File: config.mk
export PLATFORM = sky130hd
export DESIGN_NAME = etf_queue
export DESIGN_NICKNAME = d
export VERILOG_FILES = /design/src/rtl/core/etf_pkg.sv /design/src/rtl/core/etf_queue.sv
export SDC_FILE = /design/constraint.sdc
export NUM_CORES = 1
export LEC_CHECK = 0
export ABC_CLOCK_PERIOD_IN_PS = 5200
export BUFFER_PORTS_ARGS = -buffer_cell sky130_fd_sc_hd__buf_2
export CAP_MARGIN = 40
export CORE_MARGIN = 1.5
export CORE_UTILIZATION = 52
export DETAILED_ROUTE_END_ITERATION = 6
export PLACE_DENSITY_LB_ADDON = 0.2
export SLEW_MARGIN = 20
export SYNTH_ARGS = -nofsm -noshare
export SYNTH_HDL_FRONTEND = slang
export SYNTH_SLANG_ARGS = --single-unit
File: constraint.sdc
create_clock -name clock -period 5.2 [get_ports clock]
set_input_delay 0 -clock clock [delete_from_list [all_inputs] [get_ports clock]]
set_output_delay 0 -clock clock [all_outputs]
set_load 0.01 [all_outputs]
File: src/rtl/core/etf_pkg.sv
// Shared types and constants of the escape-time fractal pixel engine.
// Used by every module under rtl/core; depends on nothing else.
`default_nettype none

package etf_pkg;

   // Screen span in pixels (a power of two) and fraction bits of z and c.
   localparam int unsigned SPAN       = 256;
   localparam int unsigned SPAN_LOG2  = $clog2(SPAN);
   localparam int unsigned FRAC_BITS  = 27;
   localparam int unsigned ZOOM_SHIFT = 56 - FRAC_BITS;
   localparam int unsigned ESC_SHIFT  = 2 * FRAC_BITS + 2;

   // Mapping constants, Q.32 intermediate.
   localparam logic signed [63:0] MAP_X_GAIN          = 64'sd262144;
   localparam logic signed [63:0] MAP_Y_GAIN          = 64'sd229376;
   localparam logic signed [63:0] TWO_POINT_EIGHT_Q32 = 64'sd12025908429;
   localparam logic signed [63:0] ONE_Q32             = 64'sd4294967296;

   // Escape bound on |z|^2, all ones when the format leaves no headroom.
   localparam logic [64:0] ESC_LIMIT =
      (ESC_SHIFT < 64) ? (65'd1 << ESC_SHIFT) : {1'b0, {64{1'b1}}};

   localparam logic signed [31:0] SAT_MAX = 32'sh7FFF_FFFF;
   localparam logic signed [31:0] SAT_MIN = 32'sh8000_0000;

   // Color classes.
   localparam logic [3:0]  COLOR_BLACK  = 4'd0;
   localparam logic [3:0]  COLOR_INSIDE = 4'd10;
   localparam logic [15:0] BLACK_LIMIT  = 16'd5;
   localparam logic [3:0]  DIGIT_LAST   = 4'd9;
   localparam logic [3:0]  PALETTE_LAST = 4'd8;

   localparam int unsigned QUEUE_DEPTH = 2;
   localparam int unsigned CSR_AW      = 5;

   typedef enum logic [2:0] {
      CSR_START_RE = 3'd0,
      CSR_START_IM = 3'd1,
      CSR_SHIFT_X  = 3'd2,
      CSR_SHIFT_Y  = 3'd3,
      CSR_INV_ZOOM = 3'd4,
      CSR_MAX_ITER = 3'd5
   } csr_index_type;

   typedef struct packed {
      logic signed [31:0] c_re;
      logic signed [31:0] c_im;
   } point_type;

   typedef struct packed {
      logic signed [31:0] start_re;
      logic signed [31:0] start_im;
      logic [15:0]        max_iter;
   } iter_cfg_type;

   typedef enum logic [2:0] {
      F_IDLE,
      F_MAP,
      F_MUL_LO,
      F_MUL_HI,
      F_SUM,
      F_PUSH
   } front_state_type;

   typedef enum logic [1:0] {
      B_IDLE,
      B_MUL,
      B_STEP,
      B_DONE
   } back_state_type;

endpackage

`default_nettype wire

File: src/rtl/core/etf_queue.sv
// Two-entry queue of mapped points between front and back end.
// Depends on etf_pkg for point_type and the depth.
`default_nettype none

module etf_queue import etf_pkg::*; (
   input  logic      clock,
   input  logic      reset,
   input  logic      push,
   input  point_type push_data,
   output logic      full,
   input  logic      pop,
   output logic      empty,
   output point_type pop_data
);

   localparam int unsigned PTR_W = (QUEUE_DEPTH > 1) ? $clog2(QUEUE_DEPTH) : 1;
   localparam int unsigned CNT_W = $clog2(QUEUE_DEPTH + 1);
   localparam logic [PTR_W-1:0] PTR_LAST = PTR_W'(QUEUE_DEPTH - 1);

   point_type        mem_ff [QUEUE_DEPTH];
   logic [PTR_W-1:0] wr_ptr_ff, wr_ptr_in, rd_ptr_ff, rd_ptr_in;
   logic [CNT_W-1:0] count_ff, count_in;

   assign full     = (count_ff == CNT_W'(QUEUE_DEPTH));
   assign empty    = (count_ff == '0);
   assign pop_data = mem_ff[rd_ptr_ff];

   always_comb begin
      wr_ptr_in = wr_ptr_ff;
      rd_ptr_in = rd_ptr_ff;
      count_in  = count_ff;
      if (push) begin
         wr_ptr_in = (wr_ptr_ff == PTR_LAST) ? '0 : wr_ptr_ff + 1'b1;
      end
      if (pop) begin
         rd_ptr_in = (rd_ptr_ff == PTR_LAST) ? '0 : rd_ptr_ff + 1'b1;
      end
      if (push && !pop) begin
         count_in = count_ff + 1'b1;
      end else if (pop && !push) begin
         count_in = count_ff - 1'b1;
      end
   end

   always_ff @(posedge clock) begin
      if (reset) begin
         wr_ptr_ff <= '0;
         rd_ptr_ff <= '0;
         count_ff  <= '0;
      end else begin
         wr_ptr_ff <= wr_ptr_in;
         rd_ptr_ff <= rd_ptr_in;
         count_ff  <= count_in;
      end
   end

   always_ff @(posedge clock) begin
      if (push) begin
         mem_ff[wr_ptr_ff] <= push_data;
      end
   end

endmodule

`default_nettype wire

# Word level (Yosys, flattened, before mapping)
# Memories as Yosys holds them, arrays and structs flattened. A register that Yosys moved wholly into a read port is not among the register bits.
# Index checks and enable logic that the tools add are counted.
[totals]
regBits = 4
mem_bits_rw = 128
input_bits = 68
out_inout_bits = 66
word_cells = 23
n_memories = 1
[op_classes]
add_sub_neg = 4
eq_ne = 1
muxes = 8
reduce_logical = 6
[memory_table]
columns = ["name", "words", "word_bits", "rd", "rd_clocked_by_memory_dff", "wr", "line_no", "text"]
rows = [
  ["mem_ff", 2, 64, 1, 1, 1, "etf_queue.sv:20", "point_type mem_ff [QUEUE_DEPTH];"],
]
[ops]
columns = ["cell", "n"]
rows = [
  ["2-to-1 mux 1 bit", 6],
  ["2-to-1 mux 2 bit", 2],
  ["adder 1 bit (second input constant)", 2],
  ["adder 2 x 1 -> 2 bit (second input constant)", 1],
  ["== test 2 bit (second input constant)", 1],
  ["logical AND 1 bit", 2],
  ["zero test 1 bit", 2],
  ["zero test 2 bit", 1],
  ["nonzero test 2 bit", 1],
  ["subtractor 2 x 1 -> 2 bit (second input constant)", 1],
]

# Depth between registers and ports, before layout
[depth]
word_depth = 4
ltp_mapped = 5
depth_no_buf = 5

# Least setup slack after synthesis
# OpenSTA, ideal clock, no wires.
[synth_timing]
kind = "flip-flop to flip-flop"
from = "reg wr_ptr_ff"
to = "mem mem_ff[0][0] (netlist name), enable pin"
setup_time_ps = 494
t_arrival_ps = 3173
required_time_ps = 4706
path_slack_ps = 1533
stages_incl_launch_ff = 2
path_buffers = 0
synth_period_minus_slack_ps = 3667
path_cell_list = "dfxtp_1 -> nor2b_1"
[synth_lines]
columns = ["item", "line_no", "text"]
rows = [
  ["from (decl)", "etf_queue.sv:21", "logic [PTR_W-1:0] wr_ptr_ff, wr_ptr_in, rd_ptr_ff, rd_ptr_in;"],
  ["from (signal assigned)", "etf_queue.sv:51", "wr_ptr_ff <= wr_ptr_in;"],
  ["to (decl)", "etf_queue.sv:20", ""],
]
# No word-level cell before the write port.

==> impl_metrics.yaml <==
setup_path:
  crit_path_start_kind: "register"
  timing.rr.end: "mem_ff[1][57]"
  r2r_slack_ps: 3300
  setup.worst_path.class: "reg -> out"
  reg2regPathDepth: 2
  crit_path_max_fanout: 43
  r2r_start: "wr_ptr_ff"
  worstPathArrival_ps: 2320
  endpoint_kind: "primary output"
  required_ps: 5200
sta:
  holdWs_ps: 215
  rsz0062_at_grt: "no"
  setup_viol: 0
  fin_ws_ps: 2880
  worst_pin_slew_ps: 619
  slew_viol_final: 0
  slew_headroom: 0.587
  fmax_ghz: 0.431
  finalSetupTns_ps: 0
  hold_viol_final: 0
  post-route-period-util: 0.447
  period_needed_ps: 2320
  skew_ps: 10.4
hold_path:
  worstHoldPathCells: 2
  min_to: "mem_ff[1][33]"
  hp-start: "push_data[33]"
  worst_hold_path_type: "in -> reg"
routing:
  firstDrtPassIters: 4
  wl_um: 8700
  via_count: 2748
  avgRoutedWirePerCell_um: 15.5
  drc: 0
  routed_via_density: 4.90
  drt-initial-drc-count: 119
  ant_nets: 0
grt:
  grtUsageMet3: 0.0682
  grt.total_usage: 0.184
  grt_pass1_wl_um: 13300
  gr-max-usage-layer: "met2"
  grt_max_degree: 46
  grt_use_met2: 0.327
  grt_util_met1: 0.198
  antenna_found_initial: 0
  grt_pass1_vias: 2880
  overflow: 0
yosys:
  syn_area_um2: 4850
  synth_mux_area_frac: 0.149
  synth_compound_area_frac: 0.00207
  synth_seq_area_share: 0.814
  synthXorXnorAreaFrac: 0.00723
  synth-seq-cells: 133
  synth_top_family_by_area: "multiplexers"
  syn-instance-count: 221
  synthAdderAreaFrac: 0.00258
  ys_types: 16
  synth_nets: 290
  yosys.area_share.simple: 0.00955
  yosysWarningCount: 0
  syn_area_per_cell_um2: 21.9
clock_tree:
  post_cts_resized: 0
  clockBufferDepth: 2
  tritoncts: "built"
  htreeDepth: 4
  clock_latency_ps: 500
  clockRootBuffer: "clkbuf_8"
  post_cts_buffers: 0
  numCtsBuffers: 17
  clk_pin_slew_ps: 60
  clock-sinks: 133
floorplanning:
  start_util: 0.530
  die_w_um: 99.5
  dieArea_um2: 9910
  row_count: 35
  die_y_um: 99.5
  num_io_pins: 134
  core-area_um2: 9150
finish:
  num-nets-final: 507
  final_common_cell: "buf_2"
  drive_gt1_frac: 0.518
  area_growth_pct: 41.6
  most-common-layout-cells: "buf_2 (133), edfxtp_1 (128), dlygate4sd3_1 (68), mux2_2 (64), clkbuf_16 (16)"
  antennaDiodeCount: 0
  fill_cells: 542
place:
  port_buffers: 133
  gp_congestion: 0.710
  hpwlAfterDp_um: 4980
  place_ws_ps: 3200
run_status:
  status: "finished, final reports clean"
flow_run:
  drv_cap: 0
pwr:
  p_total_mw: 2.66
  ir_drop_uv: 205
  p_leak_nw: 2.63
  power.density_nw_per_um2: 388
==> how the worst max path moves through the flow <==
stage	endpoint	startpoint	cells after the start	slack, ps
after floorplan	mem_ff[0][0]	wr_ptr_ff	1	1530
after global placement	mem_ff[0][56]	wr_ptr_ff	2	3210
after detailed placement	mem_ff[0][59]	wr_ptr_ff	2	3200
after CTS	pop_data[44]	register	3	2800
after global routing	pop_data[9]	register	3	2730
final	pop_data[36]	register	3	2880
==> cell families (layout without fill, tap and decap cells) <==
logic type | after synthesis | count (layout)
multiplexers | 64 | 64
XOR/XNOR | 4 | 4
buffers and inverters | 8 | 237
flip-flops | 133 | 133
AO/OA/AOI/OAI | 2 | 2
AND/OR/NAND/NOR | 9 | 9
adder cells (fa/ha/maj) | 1 | 1
==> cell type report <==
class	count	area, um2	area share
clock buffer	19	422	0.0614
clock inverter	12	133	0.0193
inverter	1	3.75	0.000547
multi-input combinational	80	833	0.121
sequential	133	3950	0.575
tap	111	139	0.0202
timing repair buffer	205	1390	0.202
==> state kept, by name (all words and copies together), names as in the netlist, named ones only <==
signal     flops
count_ff       2
rd_ptr_ff      1
wr_ptr_ff      1
mem_ff       128
==> synth_stat cells <==
library cell	instances	area, um2
xor2_1	2	17.5
nor2b_1	1	6.26
buf_4	1	7.51
dfxtp_1	5	100
and2_1	1	6.26
or3_1	1	6.26
inv_1	1	3.75
mux2_2	64	721
buf_6	6	67.6
edfxtp_1	128	3840
ha_1	1	12.5
and2b_2	1	8.76
o21ai_0	1	5.00
nor2_1	5	18.8
a21oi_1	1	5.00
xnor2_1	2	17.5
==> critical path, cell delays in order (launching register included) <==
cell,delay [ps]
dfxtp_2,660
buf_4,570
mux2_2,410
buf_2,140
==> what timing repair did <==
item / CTS / global route
hold buffers: 68 / 0
endpoints found under the hold margin: 133 / 0
endpoints found under the setup margin: 0 / 0
==> stage by stage <==
stage,utilization,std cells,area (um2)
5_1_grt,0.750,561,6860
4_1_cts,0.748,560,6840
3_3_place_gp,0.613,461,5610
3_5_place_dp,0.613,461,5610
2_1_floorplan,-,221,4850
6_report,0.750,561,6860
==> routing by layer <==
layer	wire length (um)	share of wire
met1	3570	0.41
met5	0	0
met2	4520	0.52
met3	495	0.057
met4	115	0.013
==> power breakdown <==
group          switching [mW]  internal (mW)  total (mW)
registers              0.0227           1.25        1.27
clock network           0.418          0.678        1.10
logic                   0.137          0.155       0.291
No activity file was read; power rests on OpenSTA's default activity.
